**src/sv/dct_pkg.sv**
```systemverilog
// Package for the daisy-chain topology table: sizes, id codes, operation codes
// and the request/result payload structs. No dependencies.
package dct_pkg;

  localparam int ID_W       = 6;                 // module id width
  localparam int DEPTH      = 64;                // table entries
  localparam int IDX_W      = $clog2(DEPTH);     // table / chain index width
  localparam int CNT_W      = $clog2(DEPTH + 1); // chain length width
  localparam int CIDX_W     = 6;                 // chain_index field width

  localparam logic [ID_W-1:0] ROOT_ID = ID_W'(0);
  localparam logic [ID_W-1:0] ID_NONE = ID_W'(63);  // downstream not known

  localparam logic OP_REPORT = 1'b0;
  localparam logic OP_READ   = 1'b1;

  typedef struct packed {
    logic              operation;
    logic [ID_W-1:0]   module_id;
    logic [ID_W-1:0]   downstream_id;
    logic [CIDX_W-1:0] chain_index;
  } dct_in_t;

  typedef struct packed {
    logic [CNT_W-1:0]  chain_length;
    logic              length_changed;
    logic [ID_W-1:0]   read_id;
    logic              read_valid;
  } dct_out_t;

endpackage

```
**src/sv/daisy_chain_topology_table.sv**
```systemverilog
// Daisy-chain topology table: top level with the control sequencer.
// Depends on dct_pkg and two dct_ram instances (link table, chain store).
//
// The block keeps one entry per module id: a valid bit (flip-flops) and the
// downstream id (link RAM). A report request writes the entry; when the new
// downstream id is unknown and the old one was not, the old downstream entry
// and the entries after it are invalidated one by one. The ordered chain from
// the root is then rebuilt into the chain RAM, and the result carries the chain
// length and whether it changed. A read request returns one chain element. One
// request is in work at a time; a finished result waits in the output
// register while the next request is taken. Each removal and rebuild walk step
// reads the link of the current entry and uses the registered read data of the
// link RAM, which has one read port. No clearing pass is needed after reset.
module daisy_chain_topology_table (
  input  logic             clk,
  input  logic             rst_n,
  input  logic             in_valid,
  output logic             in_ready,
  input  dct_pkg::dct_in_t in_data,
  output logic             out_valid,
  input  logic             out_ready,
  output dct_pkg::dct_out_t out_data
);

  typedef enum logic [8:0] {
    S_IDLE    = 9'b000000001,
    S_OLD     = 9'b000000010,  // old link data back, write the new link
    S_DROP    = 9'b000000100,  // removal walk: check, invalidate, read link
    S_DROP_RD = 9'b000001000,  // removal walk: follow link
    S_BINIT   = 9'b000010000,  // start chain rebuild
    S_BUILD   = 9'b000100000,  // rebuild: check entry, read link
    S_BUILD_RD= 9'b001000000,  // rebuild: append next id
    S_READ    = 9'b010000000,  // chain RAM data back
    S_RESP    = 9'b100000000   // hand result to output register
  } state_t;

  state_t state_r, state_nxt;

  logic [dct_pkg::DEPTH-1:0]  valid_r, valid_nxt;
  logic [dct_pkg::DEPTH-1:0]  visited_r, visited_nxt;
  logic                       root_wr_r, root_wr_nxt;  // root link written once
  logic [dct_pkg::CNT_W-1:0]  count_r, count_nxt;
  logic [dct_pkg::CNT_W-1:0]  before_r, before_nxt;
  logic [dct_pkg::ID_W-1:0]   cur_r, cur_nxt;
  logic [dct_pkg::ID_W-1:0]   down_r, down_nxt;
  logic [dct_pkg::CIDX_W-1:0] idx_r, idx_nxt;
  logic                       op_r, op_nxt;
  logic [dct_pkg::ID_W-1:0]   rid_r, rid_nxt;
  logic                       rvld_r, rvld_nxt;
  logic                       out_valid_r, out_valid_nxt;
  dct_pkg::dct_out_t          out_r, out_nxt;

  // link RAM
  logic                       lt_we;
  logic [dct_pkg::IDX_W-1:0]  lt_waddr, lt_raddr;
  logic [dct_pkg::ID_W-1:0]   lt_wdata, lt_rdata;
  // chain RAM
  logic                       ch_we;
  logic [dct_pkg::IDX_W-1:0]  ch_waddr, ch_raddr;
  logic [dct_pkg::ID_W-1:0]   ch_wdata, ch_rdata;

  logic [dct_pkg::IDX_W-1:0]  cur_idx;
  logic                       cur_present;
  logic [dct_pkg::ID_W-1:0]   link;      // downstream of cur_r, read last cycle
  logic [dct_pkg::ID_W-1:0]   old_link;
  logic                       nxt_seen;
  logic                       in_acc;
  logic                       out_load;

  dct_ram #(.WIDTH(dct_pkg::ID_W), .DEPTH(dct_pkg::DEPTH)) u_link_ram (
    .clk   (clk),
    .we    (lt_we),
    .waddr (lt_waddr),
    .wdata (lt_wdata),
    .raddr (lt_raddr),
    .rdata (lt_rdata)
  );

  dct_ram #(.WIDTH(dct_pkg::ID_W), .DEPTH(dct_pkg::DEPTH)) u_chain_ram (
    .clk   (clk),
    .we    (ch_we),
    .waddr (ch_waddr),
    .wdata (ch_wdata),
    .raddr (ch_raddr),
    .rdata (ch_rdata)
  );

  assign in_ready  = (state_r == S_IDLE);
  assign in_acc    = in_valid && in_ready;
  assign out_valid = out_valid_r;
  assign out_data  = out_r;

  assign cur_idx     = cur_r[dct_pkg::IDX_W-1:0];
  assign cur_present = (int'(cur_r) < dct_pkg::DEPTH) && valid_r[cur_idx];
  // root link reads as unknown until the root first reports
  assign link = (cur_r == dct_pkg::ROOT_ID && !root_wr_r) ? dct_pkg::ID_NONE : lt_rdata;
  assign old_link = valid_r[cur_idx] ? link : dct_pkg::ID_NONE;
  assign nxt_seen = (int'(link) < dct_pkg::DEPTH) &&
                    visited_r[link[dct_pkg::IDX_W-1:0]];

  // RAM addressing: reads issue from IDLE (accepted request) or cur_r
  assign lt_raddr = (state_r == S_IDLE) ? in_data.module_id[dct_pkg::IDX_W-1:0] : cur_idx;
  assign lt_we    = (state_r == S_OLD);
  assign lt_waddr = cur_idx;
  assign lt_wdata = down_r;

  assign ch_raddr = in_data.chain_index[dct_pkg::IDX_W-1:0];
  assign ch_we    = (state_r == S_BUILD_RD) && (link != dct_pkg::ID_NONE) && !nxt_seen;
  assign ch_waddr = count_r[dct_pkg::IDX_W-1:0];
  assign ch_wdata = link;

  assign out_load = (state_r == S_RESP) && (!out_valid_r || out_ready);

  always_comb begin
    state_nxt   = state_r;
    valid_nxt   = valid_r;
    visited_nxt = visited_r;
    root_wr_nxt = root_wr_r;
    count_nxt   = count_r;
    before_nxt  = before_r;
    cur_nxt     = cur_r;
    down_nxt    = down_r;
    idx_nxt     = idx_r;
    op_nxt      = op_r;
    rid_nxt     = rid_r;
    rvld_nxt    = rvld_r;
    out_nxt     = out_r;
    out_valid_nxt = out_valid_r && !out_ready;

    unique case (state_r)
      S_IDLE: begin
        if (in_acc) begin
          op_nxt     = in_data.operation;
          cur_nxt    = in_data.module_id;
          down_nxt   = in_data.downstream_id;
          idx_nxt    = in_data.chain_index;
          before_nxt = count_r;
          rid_nxt    = '0;
          rvld_nxt   = 1'b0;
          if (in_data.operation == dct_pkg::OP_READ) begin
            state_nxt = S_READ;
          end else if (int'(in_data.module_id) < dct_pkg::DEPTH) begin
            state_nxt = S_OLD;
          end else begin
            state_nxt = S_BINIT;  // out-of-table reporter: rebuild only
          end
        end
      end
      S_OLD: begin
        valid_nxt[cur_idx] = 1'b1;
        if (cur_r == dct_pkg::ROOT_ID) begin
          root_wr_nxt = 1'b1;
        end
        if (down_r == dct_pkg::ID_NONE && old_link != dct_pkg::ID_NONE) begin
          cur_nxt   = old_link;
          state_nxt = S_DROP;
        end else begin
          state_nxt = S_BINIT;
        end
      end
      S_DROP: begin
        if (cur_present) begin
          valid_nxt[cur_idx] = 1'b0;
          state_nxt = S_DROP_RD;
        end else begin
          state_nxt = S_BINIT;
        end
      end
      S_DROP_RD: begin
        cur_nxt   = link;
        state_nxt = S_DROP;
      end
      S_BINIT: begin
        visited_nxt = '0;
        visited_nxt[dct_pkg::ROOT_ID[dct_pkg::IDX_W-1:0]] = 1'b1;
        count_nxt = dct_pkg::CNT_W'(1);
        cur_nxt   = dct_pkg::ROOT_ID;
        state_nxt = S_BUILD;
      end
      S_BUILD: begin
        if (count_r >= dct_pkg::CNT_W'(dct_pkg::DEPTH) || !cur_present) begin
          state_nxt = S_RESP;
        end else begin
          state_nxt = S_BUILD_RD;
        end
      end
      S_BUILD_RD: begin
        if (ch_we) begin
          count_nxt = count_r + dct_pkg::CNT_W'(1);
          if (int'(link) < dct_pkg::DEPTH) begin
            visited_nxt[link[dct_pkg::IDX_W-1:0]] = 1'b1;
          end
          cur_nxt   = link;
          state_nxt = S_BUILD;
        end else begin
          state_nxt = S_RESP;
        end
      end
      S_READ: begin
        // element 0 is always the root and is never stored
        if (idx_r == '0) begin
          rid_nxt  = dct_pkg::ROOT_ID;
          rvld_nxt = 1'b1;
        end else if (dct_pkg::CNT_W'(idx_r) < count_r) begin
          rid_nxt  = ch_rdata;
          rvld_nxt = 1'b1;
        end
        state_nxt = S_RESP;
      end
      S_RESP: begin
        if (out_load) begin
          out_nxt.chain_length   = count_r;
          out_nxt.length_changed = (op_r == dct_pkg::OP_REPORT) && (before_r != count_r);
          out_nxt.read_id        = rid_r;
          out_nxt.read_valid     = rvld_r;
          out_valid_nxt = 1'b1;
          state_nxt     = S_IDLE;
        end
      end
      default: state_nxt = S_IDLE;
    endcase
  end

  always_ff @(posedge clk) begin
    if (!rst_n) begin
      state_r     <= S_IDLE;
      valid_r     <= '0;
      valid_r[dct_pkg::ROOT_ID[dct_pkg::IDX_W-1:0]] <= 1'b1;
      visited_r   <= '0;
      root_wr_r   <= 1'b0;
      count_r     <= dct_pkg::CNT_W'(1);
      out_valid_r <= 1'b0;
    end else begin
      state_r     <= state_nxt;
      valid_r     <= valid_nxt;
      visited_r   <= visited_nxt;
      root_wr_r   <= root_wr_nxt;
      count_r     <= count_nxt;
      out_valid_r <= out_valid_nxt;
    end
  end

  always_ff @(posedge clk) begin
    before_r <= before_nxt;
    cur_r    <= cur_nxt;
    down_r   <= down_nxt;
    idx_r    <= idx_nxt;
    op_r     <= op_nxt;
    rid_r    <= rid_nxt;
    rvld_r   <= rvld_nxt;
    out_r    <= out_nxt;
  end

  // chain length stays within 1..DEPTH
  a_count_range: assert property (@(posedge clk) disable iff (!rst_n)
    (count_r != '0) && (count_r <= dct_pkg::CNT_W'(dct_pkg::DEPTH)))
    else $error("chain length out of range");

  // a removal step clears the entry it visits
  a_drop_clears: assert property (@(posedge clk) disable iff (!rst_n)
    (state_r == S_DROP) && cur_present |=> !valid_r[$past(cur_idx)])
    else $error("removal step left entry valid");

  // no append past a full chain
  a_append_room: assert property (@(posedge clk) disable iff (!rst_n)
    ch_we |-> (count_r < dct_pkg::CNT_W'(dct_pkg::DEPTH)))
    else $error("chain append beyond table depth");

  // the root is marked visited throughout the rebuild walk
  a_root_visited: assert property (@(posedge clk) disable iff (!rst_n)
    (state_r == S_BUILD || state_r == S_BUILD_RD) |->
      visited_r[dct_pkg::ROOT_ID[dct_pkg::IDX_W-1:0]])
    else $error("root not visited during rebuild");

  // a report result never carries read data
  a_report_no_read: assert property (@(posedge clk) disable iff (!rst_n)
    out_load && (op_r == dct_pkg::OP_REPORT) |=> !out_r.read_valid && (out_r.read_id == '0))
    else $error("report result carries read data");

endmodule

```
**src/sv/dct_ram.sv**
```systemverilog
// Generic simple dual-port RAM: one write port, one read port, registered read.
// No dependencies.
module dct_ram #(
  parameter int WIDTH = 8,
  parameter int DEPTH = 64
) (
  input  logic                     clk,
  input  logic                     we,
  input  logic [$clog2(DEPTH)-1:0] waddr,
  input  logic [WIDTH-1:0]         wdata,
  input  logic [$clog2(DEPTH)-1:0] raddr,
  output logic [WIDTH-1:0]         rdata
);

  logic [WIDTH-1:0] mem [DEPTH];

  always_ff @(posedge clk) begin
    if (we) begin
      mem[waddr] <= wdata;
    end
    rdata <= mem[raddr];
  end

endmodule
```
**config.mk**
```make
export PLATFORM = sky130hd
export DESIGN_NAME = daisy_chain_topology_table
export DESIGN_NICKNAME = d
export VERILOG_FILES = /design/src/sv/dct_pkg.sv /design/src/sv/daisy_chain_topology_table.sv /design/src/sv/dct_ram.sv
export SDC_FILE = /design/constraint.sdc
export NUM_CORES = 1
export LEC_CHECK = 0
export BUFFER_PORTS_ARGS = -buffer_cell sky130_fd_sc_hd__buf_2
export CORE_MARGIN = 2
export CORE_UTILIZATION = 40
export CTS_CLUSTER_SIZE = 10
export DETAILED_ROUTE_END_ITERATION = 16
export GPL_TIMING_DRIVEN = 0
export PLACE_DENSITY = 0.64
export SLEW_MARGIN = 10
export SYNTH_ARGS = -nofsm -noshare
export SYNTH_HDL_FRONTEND = slang
export SYNTH_SLANG_ARGS = --single-unit
```
**constraint.sdc**
```tcl
create_clock -name clk -period 6.3 [get_ports clk]
set_clock_uncertainty 0.15 [all_clocks]
set_input_delay 0.315 -clock clk [delete_from_list [all_inputs] [get_ports clk]]
set_output_delay 0.315 -clock clk [all_outputs]
set_load 0.005 [all_outputs]
```
### Yosys cells after proc, flatten, opt, wreduce, memory -nomap -nowiden

Memories as Yosys holds them, arrays and structs flattened. A register that Yosys moved wholly into a read port is not among the register bits.
Index checks and enable logic that the tools add are counted.

| word-level totals | value |
|---|---|
| output and inout bits | 17 |
| RAM bits | 768 |
| bits of input ports | 23 |
| word-level logic and storage cells | 124 |
| register bits | 194 |
| memories | 2 |

Memory list:

| memory | depth | width | rd ports | clocked after memory_dff | write ports | RTL line | text |
|---|---|---|---|---|---|---|---|
| u_chain_ram.mem | 64 | 6 | 1 | 1 | 1 | dct_ram.sv:15 | `logic [WIDTH-1:0] mem [DEPTH];` |
| u_link_ram.mem | 64 | 6 | 1 | 1 | 1 | dct_ram.sv:15 |  |

| cells by class | value |
|---|---|
| add/sub/neg operators | 1 |
| eq/ne operators | 19 |
| reductions and logical operators | 31 |
| magnitude comparators | 6 |
| mux-type cells | 43 |
| bitwise gates (word level) | 5 |

Operators by type and width:

| cell | count |
|---|---|
| $pmux W64 S2 | 2 |
| $mux W64 | 2 |
| $or A64 B64 Y64 | 2 |
| $pmux W9 S9 | 1 |
| $and A64 B64 Y64 | 1 |
| $not A64 Y64 | 1 |
| $mux W6 | 9 |
| $mux W9 | 4 |
| $pmux W6 S5 | 1 |
| $lt A6 B7 Y1 const B | 2 |
| $pmux W7 S2 | 1 |
| $mux W1 | 13 |
| $bmux W1 S6 | 2 |
| $demux W1 S6 | 2 |
| $ge A6 B1 Y1 const B | 2 |
| $logic_not A6 Y1 | 2 |
| $ne A6 B6 Y1 const B | 2 |
| $pmux W6 S2 | 1 |
| $reduce_and A2 Y1 | 6 |
| $logic_and A1 B1 Y1 | 10 |
| $mux W5 | 2 |
| $eq A9 B1 Y1 const B | 1 |
| $eq A9 B2 Y1 const B | 1 |
| $eq A9 B3 Y1 const B | 1 |
| 24 further kinds | 34 |

### Longest topological paths before layout

Gate-level depths: netlist of the first run.

| logic depth | value |
|---|---|
| depth after elaboration | 10 |
| depth in mapped cells | 13 |
| gate-level depth less buffers | 9 |

### By module

From an unflattened synthesis of the first run, not the netlist that was laid out.

| second synthesis, totals | value |
|---|---|
| cells, all modules | 2400 |
| area, all modules | 39295.2 µm² |

Modules (own cells, without submodules):

| module | cells each | instances | seq. area each (µm²) | area each (µm²) |
|---|---|---|---|---|
| dct_ram | 720 | 2 | 11651.2 | 15225.9 |
| daisy_chain_topology_table | 960 | 1 | 4344.2 | 8843.5 |

### Worst setup path before layout of the first run

No wires, ideal clock.

| timing path | value |
|---|---|
| path kind | register -> register |
| start point | register cur_r (netlist bit cur_idx[5]) |
| end point | memory u_chain_ram.mem[14][0] in the netlist's numbering, enable pin |
| path slack | 2.223 ns |
| library setup time | 0.350 ns |
| arrival time | 3.577 ns |
| period minus slack after synthesis | 4.077 ns |
| stages on the path, launching flop included | 13 |
| path buffers | 3 |
| required time | 5.800 ns |
| path through | edfxtp_1 > buf_2 > or3_4 > buf_6 > nor3_2 > nor2_1 > inv_1 > nor4_1 > a2111oi_4 > and2_4 > buf_4 > nand4b_2 > nor2_1 |

| on the way | value |
|---|---|
| word-level cells in the longest chain between the ends | 9 |
| elaborated cells between the ends (all ways) | 11 |
| classes of those cells | 1 x eq/ne; 5 x mux; 5 x reduce/logical |

Ends and longest elaborated chain:

| element | RTL line | text |
|---|---|---|
| from (decl) | daisy_chain_topology_table.sv:44 | `logic [dct_pkg::ID_W-1:0] cur_r, cur_nxt;` |
| from (signal assigned) | daisy_chain_topology_table.sv:245 | `cur_r <= cur_nxt;` |
| $logic_not A6 Y1 * | daisy_chain_topology_table.sv:96 | `assign link = (cur_r == dct_pkg::ROOT_ID && !root_wr_r) ? dct_pkg::ID_NONE : lt_rdata;` |
| $logic_and A1 B1 Y1 * | daisy_chain_topology_table.sv:96 |  |
| $mux W6 * | daisy_chain_topology_table.sv:96 |  |
| net ch_wdata (one bit) | daisy_chain_topology_table.sv:60 | `logic [dct_pkg::ID_W-1:0] ch_wdata, ch_rdata;` |
| $bmux W1 S6 | daisy_chain_topology_table.sv:99 | `visited_r[link[dct_pkg::IDX_W-1:0]];` |
| $mux W1 (not written as such) | daisy_chain_topology_table.sv:99 |  |
| $logic_not A1 Y1 | daisy_chain_topology_table.sv:108 | `assign ch_we = (state_r == S_BUILD_RD) && (link != dct_pkg::ID_NONE) && !nxt_seen;` |
| $logic_and A1 B1 Y1 * | daisy_chain_topology_table.sv:108 |  |
| $mux W1 * | dct_ram.sv:18 | `if (we) begin` |
| $mux W1 (not written as such) * | dct_ram.sv:19 | `mem[waddr] <= wdata;` |
| to (decl) | dct_ram.sv:15 |  |

Mark *: on every way through the listed nets, which the timed path passes. The rest lies on a longest branch. The select of a mux whose other input is x is not followed.

### Worst setup path in the final report of the first run

| timing path | value |
|---|---|
| start point | register cur_r (netlist bit cur_idx[3]) |
| end point | memory u_chain_ram.mem[13][4] in the netlist's numbering, enable pin |

| on the way | value |
|---|---|
| word-level cells in the longest chain between the ends | 9 |
| elaborated cells between the ends (all ways) | 11 |
| classes of those cells | 1 x eq/ne; 5 x mux; 5 x reduce/logical |

Ends and longest elaborated chain:

| element | RTL line |
|---|---|
| $logic_not A6 Y1 * | daisy_chain_topology_table.sv:96 |
| $logic_and A1 B1 Y1 * | daisy_chain_topology_table.sv:96 |
| $mux W6 * | daisy_chain_topology_table.sv:96 |
| $bmux W1 S6 | daisy_chain_topology_table.sv:99 |
| $mux W1 (not written as such) | daisy_chain_topology_table.sv:99 |
| $logic_not A1 Y1 | daisy_chain_topology_table.sv:108 |
| $logic_and A1 B1 Y1 * | daisy_chain_topology_table.sv:108 |
| $mux W1 * | dct_ram.sv:18 |
| $mux W1 (not written as such) * | dct_ram.sv:19 |

Mark *: on every way between the ends. The rest lies on a longest branch, timed or not. The select of a mux whose other input is x is not followed.

==> results of run 1 <==
==> timing repair <==
action                                  CTS  global route
hold buffers                             21             0
endpoints found under the hold margin    29             0
gates resized for setup                   0             0
endpoints found under the setup margin    0             0
==> logic make-up (layout without fill, tap and decap cells) <==
group                      count (synthesis)  after routing
buffers and inverters                    171            446
DFF                                      974            974
muxes                                    279            279
AOI/OAI and AO/OA                        323            323
xor gates and xnor gates                  10             10
and+or+nand+nor                          870            870
adders and majority gates                  6              6
other                                      0              1
==> registers in the layout (all words and copies together), names as in the netlist, named ones only <==
register,count
idx_r,6
down_r,6
visited_r,64
out_valid,1
rid_r,6
op_r,1
root_wr_r,1
u_link_ram.mem,384
out_data,15
rvld_r,1
u_chain_ram.rdata,6
state_r,9
before_r,7
cur_idx,6
count_r,7
u_link_ram.rdata,6
u_chain_ram.mem,384
==> area by class of cell <==
type	count	area [um2]
Inverter	25	95.1
Clock buffer	177	3000
Fill cell	8252	52000
Multi-Input combinational cell	1488	10800
Buffer	146	613
Timing Repair Buffer	87	915
Sequential cell	974	27700
Antenna cell	1	2.50
Clock inverter	11	169
Tap cell	1276	1600
==> layer usage <==
layer / part of all wire / vias up
met1: 0.42 / 12400
met4: 0.031 / 6
li1: - / 10500
met3: 0.098 / 255
met5: 0.00036 / -
met2: 0.45 / 1364
==> synth_stat cells, types with 22 or more instances <==
cell / n / share of area
nand4_1: 29 / 0.0046
o21ai_1: 37 / 0.0047
mux2_2: 23 / 0.0066
clkbuf_1: 89 / 0.0085
nand3_1: 158 / 0.020
o21ai_0: 26 / 0.0033
a21oi_1: 95 / 0.012
mux4_2: 134 / 0.077
edfxtp_1: 816 / 0.63
nor2_1: 242 / 0.023
o22ai_1: 28 / 0.0045
a31oi_1: 56 / 0.0090
and2_1: 45 / 0.0072
dfxtp_1: 158 / 0.081
buf_2: 22 / 0.0028
mux2i_1: 119 / 0.030
buf_1: 27 / 0.0026
nand2_1: 285 / 0.027
==> worst max path at each step <==
stage	startpoint	end	slack [ns]	depth (start not counted)
floorplan	cur_idx[5]	u_chain_ram.mem[14][0]	2.22	12
global placement	cur_idx[2]	u_chain_ram.mem[15][2]	0.25	9
detailed placement	cur_idx[3]	u_chain_ram.mem[59][3]	1.30	10
CTS	cur_idx[3]	u_chain_ram.mem[13][2]	1.23	10
global route	cur_idx[3]	u_chain_ram.mem[13][4]	0.99	11
finish	cur_idx[3]	u_chain_ram.mem[13][4]	0.97	10
==> critical path: stages (launching register included) <==
cell and delay [ns]:
edfxtp_1 0.39, clkbuf_1 0.31, nor3_1 0.94, a21oi_1 0.31, a221oi_1 0.42, o22ai_1 0.21, a2111oi_4 0.44, and2_4 0.26
buf_4 0.22, nand4_2 0.49, nor2_1 0.78
==> power by group through the flow <==
stage                     logic [uW]  registers (uW)  clock network, uW
final                           2200            7480               5720
after global routing            2320            7480               6050
after CTS                       2160            7480               5800
after detailed placement        2140            7610                  0
after global placement          1870            7730                  0
after floorplan                 1160            7630                  0
==> stage by stage <==
step | worst slack, ns | util | instances | instance area, um2 | total power [uW]
detailed placement | 1.30 | 0.428 | 3975 | 41500 | 9750
CTS | 1.23 | 0.463 | 4184 | 44800 | 15400
floorplan | 2.22 | - | 2633 | 39100 | 8790
global placement | 0.250 | 0.422 | 3948 | 40900 | 9600
finish | 0.970 | 0.463 | 4185 | 44800 | 15400
global route | 0.986 | 0.463 | 4184 | 44800 | 15900
==> flow_summary_export.csv, run 1 <==
group,metric,value,unit
synth,synth_cells,2633,
worst_setup_path,worstPathRequired,6.44,ns
die,initial_core_util,0.404,
synth,ys.flop_type,"edfxtp_1",
die,die-area,100000,um2
synth,synth_nets,2662,
sta,setup-tns-final,0,ns
power,peakVddDrop,253,uV
drt,drt_wl_total,107000,um
die,die_w,317,um
cells_and_area,syn2layout_area_growth,14.6,%
run,max-cap-violations,0,
global_route,grt.met2_usage,0.318,
clocking,numCtsBuffers,109,
worst_setup_path,critPathKind,"reg2reg",
synth,synth_enable_flop_cells,816,
power,p_clk_frac,0.372,
placed_design,io_buffers,39,
drt,antenna_left,0,
drt,num_vias,24500,
drt,drc_errors,0,
global_route,antenna_found_initial,5,
cells_and_area,fin_nets,2860,
synth,synth-adder-area-share,0.00192,
global_route,grt_pass1_wl,157000,um
worst_setup_path,critPathLaunchType,"flop",
power,powerDensity,343,nW/um2
placed_design,gp_congestion,0.986,
cells_and_area,layout-drive-gt1-share,0.142,
clocking,h-tree-depth,3,
sta,final-hold-violation-count,0,
drt,drtIter0Drc,3162,
power,seqPwrFrac,0.486,
placed_design,dp_hpwl,74500,um
worst_setup_path,r2r_slack,0.97,ns
global_route,gr-total-overflow,0,
sta,setup_viol,0,
die,core.rowCount,114,
clocking,path_clk_slew,0.06,ns
sta,fin_crit,5.33,ns
worst_setup_path,reg2reg_to,"u_chain_ram.mem[13][4]",
sta,fin_crit_sh,0.846,
drt,dr.pass1.iters,6,
sta,slew_headroom,0.143,
sta,rsz0062_at_grt,"no",
power,swShare,0.269,
synth,yosysWarnings,0,
sta,holdWs,0.0731,ns
global_route,grt_max_degree,53,
die,dieHeight,317,um
clocking,worstSkewPairLatency,0.69,ns
worst_setup_path,critPathMaxFanout,10,
hold_path,hold_class,"in2reg",
global_route,met1_usage,0.305,
outcome,status,"completed",
cells_and_area,final_common_cell,"edfxtp_1",
synth,syn_avg_cell_area,14.9,um2
global_route,grt_pass1_vias,24100,
synth,synth_compound_area_frac,0.0526,
power,combPwrFrac,0.143,
hold_path,holdCritStartpoint,"in_data[12]",
die,coreArea,96900,um2
clocking,clockBufferDepth,3,
drt,wl_per_cell,25.5,um
sta,tightest_slew,1.28,ns
synth,synth-simple-area-share,0.103,
clocking,post_cts_buffers,0,
global_route,grt_use_met3,0.0475,
synth,ys_types,79,
clocking,clockRootBuffer,"clkbuf_16",
die,ioPinCount,40,
global_route,grt-busiest-layer,"met2",
worst_setup_path,cp.arrival,5.47,ns
synth,synth_top_family_by_area,"multiplexers",
synth,syn-cell-area,39100,um2
cells_and_area,final_cell_mix,"edfxtp_1, nand2_1, nor2_1",
drt,via_per_inst,5.86,
worst_setup_path,critPathCaptureType,"flop",
clocking,cts_tree,"yes",
synth,async_flop_share,0,
worst_setup_path,worst_r2r_path_depth,10,
clocking,cts.sinks,974,
worst_setup_path,r2r-start,"cur_idx[3]",
synth,ys_ff_latch,974,
global_route,grt_usage,0.212,
synth,yosys-mux-area-fraction,0.115,
sta,final_max_slew_viol_count,0,
synth,ys_seq_area_frac,0.707,
hold_path,min_to,"cur_idx[0]",
synth,synthXorXnorAreaFrac,0.00224,
power,leakagePower,0.0147,uW
sta,fmax,188,MHz
hold_path,holdPathStages,3,
power,internal_power,11300,uW
power,p_sw,4140,uW
(Power assumes the default switching activity.)
==> run 2, diff against run 1 <==
--- a/config.mk
+++ b/config.mk
@@ -5,13 +5,14 @@
 export SDC_FILE = /design/constraint.sdc
 export NUM_CORES = 1
 export LEC_CHECK = 0
+export ABC_AREA = 1
 export BUFFER_PORTS_ARGS = -buffer_cell sky130_fd_sc_hd__buf_2
 export CORE_MARGIN = 2
 export CORE_UTILIZATION = 40
 export CTS_CLUSTER_SIZE = 10
 export DETAILED_ROUTE_END_ITERATION = 16
 export GPL_TIMING_DRIVEN = 0
-export PLACE_DENSITY = 0.64
+export PLACE_DENSITY = 0.66
 export SLEW_MARGIN = 10
 export SYNTH_ARGS = -nofsm -noshare
 export SYNTH_HDL_FRONTEND = slang
==> constraint.sdc (replaced) <==
create_clock -name clk -period 4.89 [get_ports clk]
set_clock_uncertainty 0.15 [all_clocks]
set_input_delay 0.2445 -clock clk [delete_from_list [all_inputs] [get_ports clk]]
set_output_delay 0.2445 -clock clk [all_outputs]
set_load 0.005 [all_outputs]
==> run 2 against run 1 <==
- highest routed layer unchanged
- setup slack lost 0.66 ns
- die area grew 3.5%
- synthesized cell count is 39% higher
- sequential power rose by 29%
- worst hold slack improved by 0.10 ns
- cell count is 26% higher
- maximum frequency rose by 16%
- cell area up 2.9%
- first-iteration DRC count is 46% higher
- sequential share of layout area down 1.8 points
==> flow_summary_export.csv, run 2 <==
group,metric,value,unit
outcome,status,"completed",
worst_setup_path,slowest_delay,0.77,ns
power,total_power,20700,uW
clocking,path_clk_slew,0.06,ns
worst_setup_path,critPathCaptureType,"flop",
sta,setup_viol,0,
clocking,worstSkewPairLatency,0.71,ns
cells_and_area,syn2layout_area_growth,14.0,%
worst_setup_path,cp.arrival,4.74,ns
synth,ys_types,47,
sta,fmax,218,MHz
hold_path,hold_class,"in2reg",
synth,ys_seq_area_frac,0.683,
global_route,grt_usage,0.265,
synth,synth_nets,3702,
clocking,h-tree-depth,3,
synth,syn_avg_cell_area,11.0,um2
clocking,post_cts_resized,0,
worst_setup_path,worstPathRequired,5.05,ns
drt,dr.pass1.iters,6,
synth,synth_enable_flop_cells,816,
worst_setup_path,critPathLaunchType,"flop",
sta,rsz0062_at_grt,"yes",
die,coreArea,100000,um2
run,max-cap-violations,0,
drt,drtIter0Drc,4628,
synth,ys_ff_latch,974,
synth,syn-cell-area,40500,um2
die,ioPinCount,40,
drt,num_vias,30900,
power,leakagePower,0.0149,uW
synth,synth_area_leaders,"edfxtp_1, dfxtp_1, nor2_1",
clocking,post_cts_buffers,0,
clocking,numCtsBuffers,110,
die,core.rowCount,116,
worst_setup_path,critPathMaxFanout,69,
sta,setup-tns-final,0,ns
die,die_w,322,um
worst_setup_path,crit_slowest_cell,"nor2_1",
sta,fin_crit,4.58,ns
sta,final-hold-violation-count,0,
die,die-area,104000,um2
sta,final_max_slew_viol_count,0,
drt,drc_errors,0,
placed_design,dp_hpwl,94900,um
synth,synth_cells,3673,
die,initial_core_util,0.404,
clocking,cts.sinks,974,
power,powerDensity,449,nW/um2
cells_and_area,final_common_cell,"edfxtp_1",
synth,ys.flop_type,"edfxtp_1",
global_route,grt_pass1_wl,198000,um
worst_setup_path,cp_top_family,"simple AND/OR/NAND/NOR gates",
global_route,gr-total-overflow,0,
worst_setup_path,crit_path_frequent_cell,"nand2_1",
cells_and_area,reg_top3,"u_chain_ram.mem: 384 flops, u_link_ram.mem: 384 flops, visited_r: 64 flops",
synth,synth_common_cells,"edfxtp_1, nor2_1, o21ai_0",
worst_setup_path,worst-path-buf-inv,4,
cells_and_area,fillers,9248,
cells_and_area,final_cell_mix,"edfxtp_1, nor2_1, o21ai_0",
global_route,antenna_found_initial,5,
worst_setup_path,critPathKind,"reg2reg",
drt,via_per_inst,5.86,
global_route,grt_max_degree,74,
worst_setup_path,cp_cell_sequence,"buf_4 -> nor2_2 -> nand4_2 -> buf_6 -> nand2_4 -> nor2_1 -> nand2_1 -> inv_2 -> nand2_1 -> nand2_1 -> nor2_2 -> nand3_4 -> inv_1 -> nand4_1 -> nor2_1",
sta,slew_headroom,0.0889,
placed_design,io_buffers,39,
drt,antenna_left,0,
cells_and_area,layout-drive-gt1-share,0.0778,
cells_and_area,fin_nets,3893,
global_route,grt_pass1_vias,28400,
sta,fin_crit_sh,0.936,
synth,synth_top_area_frac,0.605,
placed_design,gp_congestion,1.02,
drt,drt_wl_total,140000,um
clocking,clockRootBuffer,"clkbuf_16",
synth,async_flop_share,0,
synth,yosys.area.top_type,"edfxtp_1",
drt,wl_per_cell,26.5,um
synth,yosysWarnings,0,
clocking,clockBufferDepth,3,
clocking,cts_tree,"yes",
power,peakVddDrop,456,uV
synth,yosysMostFrequentCell,"edfxtp_1",
sta,tightest_slew,1.36,ns
die,dieHeight,322,um
run 2: cell count changes in the layout (fill, tap and decap cells not counted), moves of 82 or more:
cell and delta:
mux4_2 -134, o21ai_0 +436, inv_1 +191, o22ai_1 +89, o211ai_1 +82, mux2i_1 -119, nor2_1 +453
run 2: cells by family after synthesis:
logic type	synth area share
buffers and inverters	0.0464
DFF	0.683
adders and majority gates	0.00185
xor gates and xnor gates	0.00151
AOI/OAI and AO/OA	0.136
and+or+nand+nor	0.132
run 2: metrics by stage:
stage	cell area, um2	hold WS [ns]	util	worst slack [ns]	std cells
after floorplan	40500	0.173	-	1.60	3673
after global placement	42400	0.256	0.423	0.00134	5069
after detailed placement	42800	0.262	0.427	0.367	5087
after CTS	46100	0.169	0.460	0.345	5278
after global routing	46200	0.202	0.460	-0.0304	5278
final	46200	0.174	0.460	0.311	5279
run 2: timing repair:
item | in CTS | in global routing
endpoints found under the setup margin | 0 | 16
hold buffers | 22 | 0
hold endpoints to repair | 34 | 0
run 2: final cells by class:
class	count	area, um2	share of cell area
Inverter	228	856	0.0185
Tap cell	1357	1700	0.0368
Clock buffer	158	2980	0.0646
Antenna cell	1	2.50	0.0000542
Sequential cell	974	27700	0.599
Multi-Input combinational cell	2243	11000	0.238
Buffer	228	1030	0.0223
Clock inverter	11	121	0.00263
Timing Repair Buffer	79	800	0.0173
run 2: final timing paths:
check,from,to,slack (ns),cells past startpoint
worst max-delay path,cur_idx[1],u_chain_ram.mem[23][4],0.31,15
worst min-delay path,in_data[10],down_r[4],0.17,2
worst min register to register,rid_r[5],out_data[6],0.27,0
worst max register to register,cur_idx[1],u_chain_ram.mem[23][4],0.31,15
run 2: metal layers:
layer | global-route usage | up-vias | wire length, um | part of all wire
met5 | 0 | - | 13 | 0.000093
met4 | 0.108 | 2 | 5960 | 0.043
met3 | 0.0574 | 311 | 16300 | 0.12
met2 | 0.404 | 1970 | 62100 | 0.44
met1 | 0.368 | 15100 | 55600 | 0.40
li1 | - | 13500 | - | -
run 2: where the power goes:
part	internal (uW)	total, uW	switching (uW)	leakage (uW)
combinational	729	3640	2910	0.00480
sequential	9600	9660	56.9	0.00864
clock	4170	7410	3240	0.00150
